<file path="src/rtl/dkrm_pkg.sv">
// Shared types, sizes and the reciprocal table for the difference-keying
// rolling-mean block. No dependencies; every other rtl file imports this package.
`timescale 1ns / 1ps

package dkrm_pkg;

  localparam int HISTORY    = 10;
  localparam int MAX_PIXELS = 65536;

  // The index field is 16 bits wide, so no more than 65536 entries are reachable.
  localparam int MEM_PIX    = (MAX_PIXELS < 65536) ? MAX_PIXELS : 65536;
  localparam int PIX_AW     = (MEM_PIX > 1) ? $clog2(MEM_PIX) : 1;
  localparam int RING_DEPTH = HISTORY * MEM_PIX;
  localparam int RING_AW    = (RING_DEPTH > 1) ? $clog2(RING_DEPTH) : 1;
  localparam int SLOT_W     = (HISTORY > 1) ? $clog2(HISTORY) : 1;
  localparam int NFR_W      = $clog2(HISTORY + 1);

  localparam int NUM_CH     = 3;
  localparam int CH_W       = 8;
  localparam int IDX_W      = 16;
  localparam int SUM_W      = 12;

  // Mean by reciprocal: q' = (sum * ceil(2^16 / n)) >> 16 is floor(sum / n) or one more.
  localparam int RECIP_W    = 17;
  localparam int RECIP_SH   = 16;
  localparam int PROD_W     = SUM_W + RECIP_W;
  localparam int QP_W       = PROD_W - RECIP_SH;
  localparam int REM_W      = SUM_W + 3;

  // Register stages in one channel lane.
  localparam int LANE_STAGES = 5;

  localparam int FIFO_DEPTH = 8;
  localparam int PTR_W      = $clog2(FIFO_DEPTH);
  localparam int CNT_W      = $clog2(FIFO_DEPTH + 1);

  localparam logic [CH_W-1:0] THR_RESET = 8'd15;

  typedef struct packed {
    logic [IDX_W-1:0] pixel_index;
    logic [CH_W-1:0]  blue;
    logic [CH_W-1:0]  green;
    logic [CH_W-1:0]  red;
    logic             last_in_frame;
  } pix_in_t;

  typedef struct packed {
    logic [CH_W-1:0] out_blue;
    logic [CH_W-1:0] out_green;
    logic [CH_W-1:0] out_red;
    logic            foreground;
  } pix_out_t;

  // Request from the top level to the history store, one per accepted pixel.
  typedef struct packed {
    logic                         valid;
    logic [IDX_W-1:0]             idx;
    logic [NUM_CH-1:0][CH_W-1:0]  px;
    logic [NFR_W-1:0]             n;
    logic [SLOT_W-1:0]            slot;
  } st_req_t;

  // What one channel lane needs to form its mean and compare.
  typedef struct packed {
    logic [SUM_W-1:0] sum;
    logic [CH_W-1:0]  px;
    logic [NFR_W-1:0] n;
    logic             self_mean;
  } lane_in_t;

  function automatic logic [RECIP_W-1:0] recip(input logic [NFR_W-1:0] n);
    logic [RECIP_W-1:0] m;
    case (32'(n))
      1:       m = 17'd65536;
      2:       m = 17'd32768;
      3:       m = 17'd21846;
      4:       m = 17'd16384;
      5:       m = 17'd13108;
      6:       m = 17'd10923;
      7:       m = 17'd9363;
      8:       m = 17'd8192;
      9:       m = 17'd7282;
      10:      m = 17'd6554;
      11:      m = 17'd5958;
      12:      m = 17'd5462;
      13:      m = 17'd5042;
      14:      m = 17'd4682;
      15:      m = 17'd4370;
      16:      m = 17'd4096;
      default: m = '0;
    endcase
    return m;
  endfunction

endpackage

</file>
<file path="src/rtl/dkrm_merge.sv">
// Merges the channel lanes' compare flags into a keyed pixel and buffers results.
// Depends on dkrm_pkg; drives the result channel from a small register queue.
`timescale 1ns / 1ps

module dkrm_merge import dkrm_pkg::*; (
  input  logic                        clk,
  input  logic                        rst_n,
  input  logic                        wr_en,
  input  logic [NUM_CH-1:0]           near,
  input  logic [NUM_CH-1:0][CH_W-1:0] px,
  input  logic                        out_stall,
  output logic                        out_valid,
  output pix_out_t                    out_data
);

  pix_out_t          fifo_r [FIFO_DEPTH];
  logic [PTR_W-1:0]  wr_ptr_r;
  logic [PTR_W-1:0]  rd_ptr_r;
  logic [CNT_W-1:0]  fill_r;
  logic [CNT_W-1:0]  fill_nxt;
  logic              rd_en;
  logic              background;
  pix_out_t          entry;

  // A single channel close to its mean is enough to call the pixel background.
  assign background = |near;
  assign entry      = background ? pix_out_t'('0) : {px[0], px[1], px[2], 1'b1};

  assign out_valid = (fill_r != '0);
  assign out_data  = fifo_r[rd_ptr_r];
  assign rd_en     = out_valid && !out_stall;

  always_comb begin
    case ({wr_en, rd_en})
      2'b10:   fill_nxt = fill_r + CNT_W'(1);
      2'b01:   fill_nxt = fill_r - CNT_W'(1);
      default: fill_nxt = fill_r;
    endcase
  end

  always_ff @(posedge clk) begin
    if (!rst_n) begin
      wr_ptr_r <= '0;
      rd_ptr_r <= '0;
      fill_r   <= '0;
    end else begin
      if (wr_en) begin
        wr_ptr_r <= (wr_ptr_r == PTR_W'(FIFO_DEPTH - 1)) ? '0 : wr_ptr_r + PTR_W'(1);
      end
      if (rd_en) begin
        rd_ptr_r <= (rd_ptr_r == PTR_W'(FIFO_DEPTH - 1)) ? '0 : rd_ptr_r + PTR_W'(1);
      end
      fill_r <= fill_nxt;
    end
  end

  always_ff @(posedge clk) begin
    if (wr_en) begin
      fifo_r[wr_ptr_r] <= entry;
    end
  end

endmodule

</file>
<file path="config.mk">
export PLATFORM = sky130hd
export DESIGN_NAME = dkrm_merge
export DESIGN_NICKNAME = d
export VERILOG_FILES = /design/src/rtl/dkrm_pkg.sv /design/src/rtl/dkrm_merge.sv
export SDC_FILE = /design/constraint.sdc
export NUM_CORES = 1
export LEC_CHECK = 0
export BUFFER_PORTS_ARGS = -buffer_cell sky130_fd_sc_hd__buf_2
export CAP_MARGIN = 30
export CELL_PAD_IN_SITES_DETAIL_PLACEMENT = 1
export CELL_PAD_IN_SITES_GLOBAL_PLACEMENT = 1
export CORE_AREA = 10 10 156 158
export DETAILED_ROUTE_END_ITERATION = 12
export DIE_AREA = 0 0 166 168
export PLACE_DENSITY_LB_ADDON = 0.1
export SYNTH_ARGS = -nofsm -noshare
export SYNTH_HDL_FRONTEND = slang
export SYNTH_SLANG_ARGS = --single-unit
</file>
<file path="constraint.sdc">
create_clock -name clk -period 3 [get_ports clk]
set_input_delay 0.6 -clock clk [delete_from_list [all_inputs] [get_ports clk]]
set_output_delay 0.6 -clock clk [all_outputs]
set_load 0.05 [all_outputs]
</file>
==> reports/qor.csv <==
metric,value,unit
dr_wl_met2,8860,um
fin_cells,765,
p_int,5830,uW
hold_ws,0.466,ns
path_cells,"buf_12, mux4_2, mux2_2, buf_2",
p_sw,2210,uW
netlist.area_leader.share,71.8,%
power.density,813,mW/mm2
max_stage_delay,0.54,ns
leakagePower,0.00327,uW
htreeDepth,1,
synth_most_common_cell,edfxtp_1,
fp.coreArea,0.0214,mm2
drive_gt1_share,40.0,%
rows,54,
die_w,166,um
grt_overflow_total,0,
max_freq,357,MHz
drt_pass1_iterations,4,
seq_area_frac_synth,74.9,%
end_kind,output pin,
synth_warnings,0,
root_buffer,clkbuf_16,
grt_pass1_wl,26700,um
synth_top_area_cell,edfxtp_1,
gp_congestion,0.720,
holdCritPathClass,primary input to flip-flop,
status,"complete, no violations",
synth_adder_area_share,1.05,%
place.detailed.hpwl,10200,um
totalWireLength,17400,um
drc,0,
netlist_area,0.00837,mm2
hold_viol,0,
cts.clk_slew.worst_paths,0.06,ns
critPathMaxFanout,30,
dieArea,0.0279,mm2
synth_mux_area_share,17.7,%
postRouteAntennaNets,0,
syn2layout_area_growth,18.1,%
path_class,flip-flop to output pin,
cts_setup_buffers,0,
min_period,2.80,ns
setup.worst_path.start_class,flip-flop,
routedWlPerCell,22.8,um
worstSkewPairLatency,0.49,ns
cts_tree,built,
drt-met1-wl,7640,um
total_power,8040,uW
synth-main-ff-cell,edfxtp_1,
required,2.40,ns
post-route-util,46.2,%
grt_pass1_vias,4479,
slew_headroom,61.0,%
ys_top_cells_by_area,"edfxtp_1, mux4_2, mux2_2",
cts_resized,0,
clk_path_buf_depth,3,
n_fill_cell,1942,
critPathSlowestCell,mux4_2,
multi_input_area,0.00201,mm2
synth_seq_cells,213,
synth_cell_types,28,
pwr-share-clk,34.8,%
antenna_found_initial,0,
dp_cells,725,
n_antenna_cell,0,
worstPathArrival,2.20,ns
vias,3955,
power_frac_comb,23.0,%
worstMarginPinSlew,0.584,ns
clock_sinks,213,
seqPwrFrac,42.2,%
post_drt_via_cell_ratio,5.17,
synth_compound_area_share,0.538,%
regArea,0.00627,mm2
finClkSkew,0.0135,ns
final_nets,508,
initial_utilization,39.1,%
grt_max_degree,33,
maxSlewViolCount,0,
async_flop_share,0,%
cap_violations,0,
die_h,168,um
cts_hold_buf,0,
synthSimpleGateAreaFrac,4.04,%
synth_edf_count,200,
finalSetupTns,0,ns
syn_nets,429,
io_buffers,56,
io_pins,57,
fin_crit_sh,93.3,%
top_layer_used,met4,
synth_common_cells,"edfxtp_1, mux4_2, and2_1, mux2_2, dfxtp_1",
dr_wl_met3,664,um
numCtsBuffers,23,
finalSetupViolCount,0,
swShare,27.5,%
syn_inst,391,
irDropWorstVdd,0.492,mV
rsz0062_at_grt,false,
synth-xor-area-share,0.314,%
syn_area_per_cell,21.4,um2
globalRouteTotalUtil,12.3,%
drt_iter0_drc,151,
synth_top_family_by_area,multiplexers,
## final timing paths
path                                             start                endpoint  slack (ns)  cells past startpoint
worst max-delay path                         flip-flop            out_data[10]        0.20                      4
worst min-delay path                             rst_n  fill_r[3]$_SDFFE_PN0P_        0.47                      3
worst max register to register  fill_r[1]$_SDFFE_PN0P_  fill_r[2]$_SDFFE_PN0P_        0.53                      9
worst min register to register  fill_r[3]$_SDFFE_PN0P_  fill_r[3]$_SDFFE_PN0P_        0.48                      2
## cells by family (layout without fill, tap and decap cells)
kind of cell / count (synthesis) / count (layout)
simple gates: 58 / 58
flops: 213 / 213
mux: 82 / 82
buf+inv: 21 / 115
compound gates: 7 / 7
xor+xnor: 3 / 3
fa+ha+maj: 7 / 7
## per-layer routing
metal	track usage, %	vias up
met3	2.35	21
met1	15.7	2117
met4	2.85	0
li1	-	1753
met2	21.1	64
met5	0	-
## power groups by stage
| stage | combinational [uW] | sequential [uW] | clock [uW] |
|---|---|---|---|
| detailed placement | 1890 | 3450 | 0 |
| global route | 1990 | 3400 | 3020 |
| finish | 1850 | 3390 | 2800 |
| global placement | 1870 | 3440 | 0 |
| CTS | 1900 | 3390 | 2890 |
| floorplan | 1540 | 3420 | 0 |
## layout make-up
type	count	area share [%]
Sequential cell	213	63.4
Timing Repair Buffer	74	5.09
Tap cell	280	3.54
Clock buffer	24	5.86
Inverter	1	0.0380
Multi-Input combinational cell	157	20.3
Clock inverter	16	1.75
## cell usage in the layout, fill, tap and decap left out, types with 6 or more instances in the layout
cell type,n
buf_12,7
buf_2,56
mux4_2,50
dfxtp_1,11
edfxtp_1,200
nand2_1,6
buf_4,11
ha_1,7
clkbuf_16,23
mux2i_1,6
nor2_2,6
and2_1,26
mux2_2,26
nor2b_1,6
clkinv_1,8
## through the flow
| stage | setup slack (ns) | instance area, um2 |
|---|---|---|
| 2_1_floorplan | 0.119 | 8370 |
| 3_3_place_gp | 0.596 | 9130 |
| 3_5_place_dp | 0.505 | 9130 |
| 4_1_cts | 0.155 | 9890 |
| 5_1_grt | 0.102 | 9890 |
| 6_report | 0.201 | 9890 |
## flip-flops by register name, summed over array words and instances, names as in the netlist, named ones only
name,count
fifo_r,200
fill_r,4
rd_ptr_r,3
wr_ptr_r,3
## worst max-delay path: cells and delay by family (launching register included)
family	cells	cell delay, ns
multiplexers	2	0.84
flip-flops	1	0.37
buffers and inverters	2	0.49
(Power assumes the default switching activity.)
