`src/rtl/dkrm_pkg.sv`:
```
// Shared types, sizes and the reciprocal table for the difference-keying
// rolling-mean block. No dependencies; every other rtl file imports this package.
`timescale 1ns / 1ps

package dkrm_pkg;

  localparam int HISTORY    = 10;
  localparam int MAX_PIXELS = 65536;

  // The index field is 16 bits wide, so no more than 65536 entries are reachable.
  localparam int MEM_PIX    = (MAX_PIXELS < 65536) ? MAX_PIXELS : 65536;
  localparam int PIX_AW     = (MEM_PIX > 1) ? $clog2(MEM_PIX) : 1;
  localparam int RING_DEPTH = HISTORY * MEM_PIX;
  localparam int RING_AW    = (RING_DEPTH > 1) ? $clog2(RING_DEPTH) : 1;
  localparam int SLOT_W     = (HISTORY > 1) ? $clog2(HISTORY) : 1;
  localparam int NFR_W      = $clog2(HISTORY + 1);

  localparam int NUM_CH     = 3;
  localparam int CH_W       = 8;
  localparam int IDX_W      = 16;
  localparam int SUM_W      = 12;

  // Mean by reciprocal: q' = (sum * ceil(2^16 / n)) >> 16 is floor(sum / n) or one more.
  localparam int RECIP_W    = 17;
  localparam int RECIP_SH   = 16;
  localparam int PROD_W     = SUM_W + RECIP_W;
  localparam int QP_W       = PROD_W - RECIP_SH;
  localparam int REM_W      = SUM_W + 3;

  // Register stages in one channel lane.
  localparam int LANE_STAGES = 5;

  localparam int FIFO_DEPTH = 8;
  localparam int PTR_W      = $clog2(FIFO_DEPTH);
  localparam int CNT_W      = $clog2(FIFO_DEPTH + 1);

  localparam logic [CH_W-1:0] THR_RESET = 8'd15;

  typedef struct packed {
    logic [IDX_W-1:0] pixel_index;
    logic [CH_W-1:0]  blue;
    logic [CH_W-1:0]  green;
    logic [CH_W-1:0]  red;
    logic             last_in_frame;
  } pix_in_t;

  typedef struct packed {
    logic [CH_W-1:0] out_blue;
    logic [CH_W-1:0] out_green;
    logic [CH_W-1:0] out_red;
    logic            foreground;
  } pix_out_t;

  // Request from the top level to the history store, one per accepted pixel.
  typedef struct packed {
    logic                         valid;
    logic [IDX_W-1:0]             idx;
    logic [NUM_CH-1:0][CH_W-1:0]  px;
    logic [NFR_W-1:0]             n;
    logic [SLOT_W-1:0]            slot;
  } st_req_t;

  // What one channel lane needs to form its mean and compare.
  typedef struct packed {
    logic [SUM_W-1:0] sum;
    logic [CH_W-1:0]  px;
    logic [NFR_W-1:0] n;
    logic             self_mean;
  } lane_in_t;

  function automatic logic [RECIP_W-1:0] recip(input logic [NFR_W-1:0] n);
    logic [RECIP_W-1:0] m;
    case (32'(n))
      1:       m = 17'd65536;
      2:       m = 17'd32768;
      3:       m = 17'd21846;
      4:       m = 17'd16384;
      5:       m = 17'd13108;
      6:       m = 17'd10923;
      7:       m = 17'd9363;
      8:       m = 17'd8192;
      9:       m = 17'd7282;
      10:      m = 17'd6554;
      11:      m = 17'd5958;
      12:      m = 17'd5462;
      13:      m = 17'd5042;
      14:      m = 17'd4682;
      15:      m = 17'd4370;
      16:      m = 17'd4096;
      default: m = '0;
    endcase
    return m;
  endfunction

endpackage

```
`src/rtl/dkrm_lane.sv`:
```
// One channel lane: rounded mean of the running sum, then the threshold compare.
// Depends on dkrm_pkg; five register stages, one pixel per cycle.
`timescale 1ns / 1ps

module dkrm_lane import dkrm_pkg::*; (
  input  logic            clk,
  input  lane_in_t        lin,
  input  logic [CH_W-1:0] thr,
  output logic            near,
  output logic [CH_W-1:0] px_out
);

  lane_in_t           a_r;

  logic [PROD_W-1:0]  b_prod_r;
  logic [SUM_W-1:0]   b_sum_r;
  logic [CH_W-1:0]    b_px_r;
  logic [NFR_W-1:0]   b_n_r;
  logic               b_self_r;

  logic [QP_W-1:0]    c_qp_r;
  logic [REM_W-1:0]   c_rem_r;
  logic [CH_W-1:0]    c_px_r;
  logic [NFR_W-1:0]   c_n_r;
  logic               c_self_r;

  logic [CH_W-1:0]    d_mean_r;
  logic [CH_W-1:0]    d_px_r;

  logic               e_near_r;
  logic [CH_W-1:0]    e_px_r;

  logic [QP_W-1:0]    qp_c;
  logic [REM_W-1:0]   rem_c;
  logic [QP_W-1:0]    q_d;
  logic [REM_W-1:0]   rm_d;
  logic [REM_W-1:0]   rm2_d;
  logic               up_d;
  logic [QP_W-1:0]    qr_d;
  logic [CH_W-1:0]    mean_nxt;
  logic [CH_W-1:0]    diff_e;

  assign qp_c  = b_prod_r[PROD_W-1:RECIP_SH];
  assign rem_c = REM_W'(b_sum_r) - REM_W'(qp_c) * REM_W'(b_n_r);

  // The estimate is at most one too large; a negative remainder undoes that.
  always_comb begin
    if (c_rem_r[REM_W-1]) begin
      q_d  = c_qp_r - QP_W'(1);
      rm_d = c_rem_r + REM_W'(c_n_r);
    end else begin
      q_d  = c_qp_r;
      rm_d = c_rem_r;
    end
    rm2_d = rm_d << 1;
    up_d  = (rm2_d > REM_W'(c_n_r)) || ((rm2_d == REM_W'(c_n_r)) && q_d[0]);
    qr_d  = q_d + QP_W'(up_d);
    if (c_self_r) begin
      mean_nxt = c_px_r;
    end else if (qr_d > QP_W'(255)) begin
      mean_nxt = 8'd255;
    end else begin
      mean_nxt = qr_d[CH_W-1:0];
    end
  end

  assign diff_e = (d_px_r > d_mean_r) ? (d_px_r - d_mean_r) : (d_mean_r - d_px_r);

  always_ff @(posedge clk) begin
    a_r      <= lin;

    b_prod_r <= PROD_W'(a_r.sum) * PROD_W'(recip(a_r.n));
    b_sum_r  <= a_r.sum;
    b_px_r   <= a_r.px;
    b_n_r    <= a_r.n;
    b_self_r <= a_r.self_mean;

    c_qp_r   <= qp_c;
    c_rem_r  <= rem_c;
    c_px_r   <= b_px_r;
    c_n_r    <= b_n_r;
    c_self_r <= b_self_r;

    d_mean_r <= mean_nxt;
    d_px_r   <= c_px_r;

    e_near_r <= (diff_e < thr);
    e_px_r   <= d_px_r;
  end

  assign near   = e_near_r;
  assign px_out = e_px_r;

endmodule

```
`config.mk`:
```
export PLATFORM = sky130hd
export DESIGN_NAME = dkrm_lane
export DESIGN_NICKNAME = d
export VERILOG_FILES = /design/src/rtl/dkrm_pkg.sv /design/src/rtl/dkrm_lane.sv
export SDC_FILE = /design/constraint.sdc
export NUM_CORES = 1
export LEC_CHECK = 0
export BUFFER_PORTS_ARGS = -buffer_cell sky130_fd_sc_hd__buf_2
export CORE_MARGIN = 2
export CORE_UTILIZATION = 45
export DETAILED_ROUTE_END_ITERATION = 10
export GPL_ROUTABILITY_DRIVEN = 0
export PLACE_DENSITY_LB_ADDON = 0.05
export SYNTH_ARGS = -nofsm -noshare
export SYNTH_HDL_FRONTEND = slang
export SYNTH_SLANG_ARGS = --single-unit
```
`constraint.sdc`:
```
create_clock -name clk -period 6.6 [get_ports clk]
set_input_delay 0.33 -clock clk [delete_from_list [all_inputs] [get_ports clk]]
set_output_delay 0.33 -clock clk [all_outputs]
set_load 0.01 [all_outputs]
```
==> impl_results.md, run 1 <==
* Outcome: completed
* Placed cell areas at between 10000 and 15000 sq um
* CP most frequent cell: fa_1
* Worst-path cell chain: buf_4, nand2_1, fa_1, fa_1, fa_1, fa_1, inv_1, fa_1, ha_1, a2111oi_0, o21ai_0, o221ai_1, a21oi_1, a41o_1, a21o_1, a21oi_1, xnor2_1
* Port Buf Inserts at 42
* Final Power at 6.20 mW
* HP Start: lin[2]
* Layout area overhead at 11.0%
* Post-synthesis adder-cell area fraction at 0.404
* Top cell type's share of synthesized area at 0.286
* Synth area leader: fa_1
* CP max FO at 10
* Antenna viol nets, final at 0
* Routed vias at a little under 9000
* Asr flop ratio synth at 0
* WL final at around 30000 um
* Syn_nets at between 1500 and 2000
* Post-synthesis sequential area ratio at 0.227
* First-pass GRT wire length at 48400 um
* Post-CTS Hold Fix Bufs at 21
* Syn_area_per_cell at approximately 9.4 sq um
* Initial antenna violation count at 1
* Dominant cells by area after synthesis: fa_1, dfxtp_1, ha_1
* DIE HEIGHT at around 170 um
* RSZ-0062 raised after global routing: no
* Die ar. at between 30000 and 40000 sq um
* Multiplexer area fraction after synthesis at 0.0134
* Final TNS setup at 0 ns
* GRT Util Overall at 0.205
* Final core utilization at 0.511
* Clk slew on worst S/H paths at about 0.08 ns
* Placed insts at around 1800
* Top FF cell, synth: dfxtp_1
* Hold depth at 1
* Routed WL per cell at between 15 and 20 um
* Setup CP Type: flip-flop to flip-flop
* # setup viols final at 0
* Fin area at ~14000 sq um
* H-tree Lvls at 4
* Max transition margin at 0.330
* Arrival time worst endpoint at around 6.0 ns
* Vias in the first global route at between 9000 and 10000
* Num rows at between 60 and 70
* Clk_skew at approximately 0.017 ns
* DRT Pass-1 Iters at 5
* Cells on worst reg2reg path at 17
* RR Startpoint: a_r[16]
* Total clock sinks at between 100 and 150
* Fill count at between 2000 and 3000
* Storage element area at about 3000 sq um
* Final net count at 1761
* Pins Over Slew Limit at 0
* Syn Inst Count at ~1400
* Post-synth EDFFs at 0
* Non-Filler Instances at approximately 1800
* Grt ovf at 0
* Worst slew pin tran at between 0.9 and 1 ns
* Worst Hold Path EP: a_r[2]
* Initial Util at 0.460
* Largest family of logic cells by synthesized area: adder cells
* Hold_ws at around 0.10 ns
* Synth Area in XOR/XNOR at 0.0353
* Leak pwr at about 6.7 nW
* Longest Clk Path Bufs at 2
* Compound-Gate Fraction of Synth Area at 0.0752
* Mapped cell area at 12900 sq um
* Startpoint types: flip-flop
* FF-to-FF End: b_prod_r[21]
* Initial DRC count at roughly 470
* Slowest CP cell: fa_1
* CTS root buf: clkbuf_16
* VDD IR max at ~0.00026 V
* Crit share post-route at 0.845
* Setup WS pre-CTS at approximately 1.0 ns
* Largest net degree at the start of global routing at 24
* Num CTS Buffers at 17
* Simple-gate area share of the yosys netlist at 0.163
* Reg2Reg Setup Slack at approximately 1.0 ns
* Core ar. at approximately 28000 sq um
* Most common cell after layout, fill and taps aside: inv_1
* HP Class: primary input to flip-flop
* CTS tree: built
* Ports at 43
* Detailed placement HPWL at 23500 um
* Share of cells above drive strength 1 at 0.0788
* Fin. Hold Viols at 0
* Number of distinct library cells after synthesis at 71
* Critical Path End Type: flip-flop
* Post-CTS Resized at 0
* Residual DRC count at 0
* P per Cell Area at 434 nW/um^2
* Post-CTS setup buffers at 0
* Chip Width at between 150 and 200 um
* Most frequent cells in the layout: inv_1, nand2_1, fa_1, dfxtp_1, ha_1
* #FFs+latches synth at roughly 150
* Min Clock Period, post-route at roughly 5.6 ns
* Later-pin clock latency in the skew report at around 0.44 ns
* Total of max-cap violations at 0
* Post-route setup slack at slightly above 1 ns
* Footprint of the multi-input gates at 8910 sq um
* Highest clock rate at around 180 MHz
* Synth Warn # at 0
* Required time worst endpoint at 6.97 ns
* Slowest stage delay, CP at 0.55 ns
* DR vias/cell at 4.92
* Ant. Diodes at 0
[kinds of logic (layout without fill, tap and decap cells)]
| kind of cell | Yosys count | count (layout) |
|---|---|---|
| compound gates | 146 | 146 |
| xor+xnor | 52 | 52 |
| fa+ha+maj | 306 | 306 |
| buf+inv | 279 | 340 |
| flops | 146 | 146 |
| mux | 16 | 16 |
| simple gates | 428 | 428 |
[synthesized netlist by cell type, types with 5 or more instances]
master,n
inv_1,231
nand2_1,210
fa_1,184
dfxtp_1,146
ha_1,122
and2_1,75
nor2_1,48
a21oi_1,45
clkbuf_1,43
xnor2_1,36
o21ai_0,24
o21a_1,19
nor2b_1,18
nor3_1,16
xor2_1,16
a21o_1,9
mux2i_1,9
mux2_2,6
nand2b_1,6
nand3_1,6
nand4_1,6
nor4_1,6
or3_1,6
a211oi_1,5
and3_1,5
o211ai_1,5
[layer usage]
| metal | GRT usage | share of wire | up-vias |
|---|---|---|---|
| li1 | - | - | 4390 |
| met1 | 0.278 | 0.48 | 4365 |
| met2 | 0.339 | 0.47 | 129 |
| met3 | 0.0309 | 0.029 | 31 |
| met4 | 0.0632 | 0.022 | 0 |
| met5 | 0 | 0 | - |
[power breakdown]
group          internal (mW)  switching (mW)
Combinational           1.80            2.06
Sequential              1.10           0.240
Clock                  0.514           0.489
[worst max-delay path by stage]
| stage | to | slack [ns] | start |
|---|---|---|---|
| 4_1_cts | b_prod_r[21] | 0.98 | a_r[16] |
| 3_3_place_gp | b_prod_r[21] | 1.14 | flip-flop |
| 3_5_place_dp | b_prod_r[21] | 1.04 | a_r[16] |
| 5_1_grt | b_prod_r[21] | 0.71 | a_r[16] |
| 2_1_floorplan | b_prod_r[21] | 1.23 | a_r[18] |
| 6_report | b_prod_r[21] | 1.02 | a_r[16] |
[area by class of cell]
type / count / share of cell area
multi-input combinational: 948 / 0.623
sequential: 146 / 0.204
inverter: 231 / 0.0606
timing repair buffer: 77 / 0.0367
tap: 378 / 0.0331
clock buffer: 17 / 0.0297
clock inverter: 15 / 0.0129
[worst max-delay path: cells and delay by family, from the launching register on]
kind	cells	cell delay [ns]
fa+ha+maj	6	2.80
compound gates	7	1.69
simple gates	1	0.09
buf+inv	2	0.30
xor+xnor	1	0.13
flops	1	0.50
No activity file was read; power rests on OpenSTA's default activity.
==> run 2: changes to the inputs <==
==> constraint.sdc (replaced) <==
create_clock -name clk -period 5.7 [get_ports clk]
set_input_delay 0.285 -clock clk [delete_from_list [all_inputs] [get_ports clk]]
set_output_delay 0.285 -clock clk [all_outputs]
set_load 0.01 [all_outputs]
==> impl_results.md, run 2 (synthesized netlist as in run 1, its figures left out) <==
* Outcome: completed
* Largest net degree at the start of global routing at 24 (unchanged)
* Grt ovf at 0 (unchanged)
* Port Buf Inserts at 42 (unchanged)
* Hold depth at 1 (unchanged)
* Antenna viol nets, final at 0 (unchanged)
* DRT Pass-1 Iters at 4 (-1)
* Crit share post-route at 0.942 (+0.0963)
* Final core utilization at 0.513 (+0.00170)
* Chip Width at 173 um (unchanged)
* Leak pwr at 6.71 nW (+0.43%)
* Placed insts at 1764 (+0.28%)
* RSZ-0062 raised after global routing: no
* Layout area overhead at 11.4%
* Required time worst endpoint at 6.02 ns (-0.95 ns)
* Clk_skew at 0.0204 ns (+0.00306 ns)
* Later-pin clock latency in the skew report at 0.44 ns (about the same)
* Hold_ws at 0.0379 ns (-0.0661 ns)
* Total clock sinks at 146 (unchanged)
* RR Startpoint: a_r[22]
* GRT Util Overall at 0.203 (-0.00140)
* CP max FO at 13 (+3)
* Initial antenna violation count at 0 (-1)
* DIE HEIGHT at 173 um (unchanged)
* Setup CP Type: flip-flop to flip-flop
* Final TNS setup at 0 ns (unchanged)
* CTS root buf: clkbuf_16
* Max transition margin at 0.550 (+0.220)
* Crit. Startpoint: a_r[22]
* Ant. Diodes at 0 (unchanged)
* Routed WL per cell at 15.8 um (-2.2%)
* Die ar. at 30000 sq um (unchanged)
* H-tree Lvls at 4 (unchanged)
* CTS tree: built
* Core ar. at 28000 sq um (unchanged)
* Longest Clk Path Bufs at 2 (unchanged)
* Initial Util at 0.460 (unchanged)
* Most frequent cells in the layout: inv_1, nand2_1, fa_1, dfxtp_1, ha_1
* Ports at 43 (unchanged)
* Pins Over Slew Limit at 0 (unchanged)
* Non-Filler Instances at 1817 (+0.28%)
* Detailed placement HPWL at 23100 um (-1.5%)
* Total of max-cap violations at 0 (unchanged)
* Arrival time worst endpoint at 5.69 ns (-0.26 ns)
* P per Cell Area at 499 nW/um^2 (+15%)
* First-pass GRT wire length at 48300 um (-0.23%)
* FF-to-FF End: b_prod_r[27]
* Fin. Hold Viols at 0 (unchanged)
* Critical Path End Type: flip-flop
* Highest clock rate at 186 MHz (+3.9%)
* Min Clock Period, post-route at 5.37 ns (-0.212 ns)
* Share of cells above drive strength 1 at 0.0869 (+0.00807)
* HP Class: primary input to flip-flop
* Cells on worst reg2reg path at 17 (unchanged)
* Worst slew pin tran at 0.674 ns (-0.317 ns)
* Final Power at 7.16 mW (+15%)
* Vias in the first global route at 9541 (+2.7%)
* HP Start: lin[2]
* Num rows at 61 (unchanged)
* WL final at 28800 um (-1.9%)
* Num CTS Buffers at 17 (unchanged)
* Worst Hold Path EP: a_r[2]
* Most common cell after layout, fill and taps aside: inv_1
* Residual DRC count at 0 (unchanged)
* Final net count at 1766 (+0.28%)
* Initial DRC count at 431 (-8.1%)
* Startpoint types: flip-flop
* # setup viols final at 0 (unchanged)
* Reg2Reg Setup Slack at 0.33 ns (-0.69 ns)
* Routed vias at 8972 (+0.64%)
* DR vias/cell at 4.94 (+0.36%)
* VDD IR max at 0.000297 V (+13%)
* Clk slew on worst S/H paths at 0.08 ns (about the same)
-- run 2: changes by cell type in the layout (fill, tap and decap cells not counted), sizes merged --
cell,before,now
inv,238,237
bufinv,0,2
clkinvlp,1,2
clkinv,7,5
buf,56,61
-- run 2: area by class of cell --
type	instances	area [sq um]
Clock buffer	17	425
Sequential cell	146	2930
Timing Repair Buffer	82	576
Clock inverter	15	174
Multi-Input combinational cell	948	8910
Inverter	231	867
Tap cell	378	473
Fill cell	2646	13700
-- run 2: timing repair --
| action | in CTS | in global routing |
|---|---|---|
| hold endpoints to repair | 21 | 0 |
| hold buffers | 21 | 0 |
| buffers inserted | 0 | 0 |
| gates resized for setup | 0 | 7 |
| setup endpoints to repair | 0 | 6 |
-- run 2: worst max path at each step --
stage,endpoint
after CTS,b_prod_r[21]
after detailed placement,b_prod_r[21]
after global placement,b_prod_r[21]
final,b_prod_r[27]
after floorplan,b_prod_r[21]
after global routing,b_prod_r[21]
-- run 2: metrics by stage --
step           instance area, sq um  setup slack, ns
2_1_floorplan                 12900            0.326
3_3_place_gp                  13500            0.314
3_5_place_dp                  13500            0.229
4_1_cts                       14300            0.226
5_1_grt                       14400          0.00723
6_report                      14400            0.333
-- run 2: per-layer routing --
layer  global-route usage  up-vias  wire length [um]
li1                     -     4397                 -
met4               0.0625        0               522
met1                0.270     4368             13500
met5                    0        -                 0
met2                0.341      172             13600
met3               0.0342       35              1120
-- run 2: critical path: stages, from the launching register on --
cell and delay, ns:
dfxtp_1 0.75, buf_4 0.27, nand2_1 0.08, fa_1 0.59, fa_1 0.43, fa_1 0.49, inv_1 0.05, fa_1 0.44
ha_1 0.29, ha_1 0.34, a21o_1 0.18, a21oi_1 0.18, nor2_1 0.09, o32ai_1 0.35, a211oi_1 0.12, nor3_1 0.34
o21bai_1 0.12, xor2_1 0.15
-- run 2: where the power goes --
| part | switching, mW | internal (mW) | leakage (nW) | total (mW) |
|---|---|---|---|---|
| Sequential | 0.287 | 1.28 | 1.23 | 1.56 |
| Clock | 0.493 | 0.659 | 0.291 | 1.15 |
| Combinational | 2.36 | 2.09 | 5.19 | 4.45 |
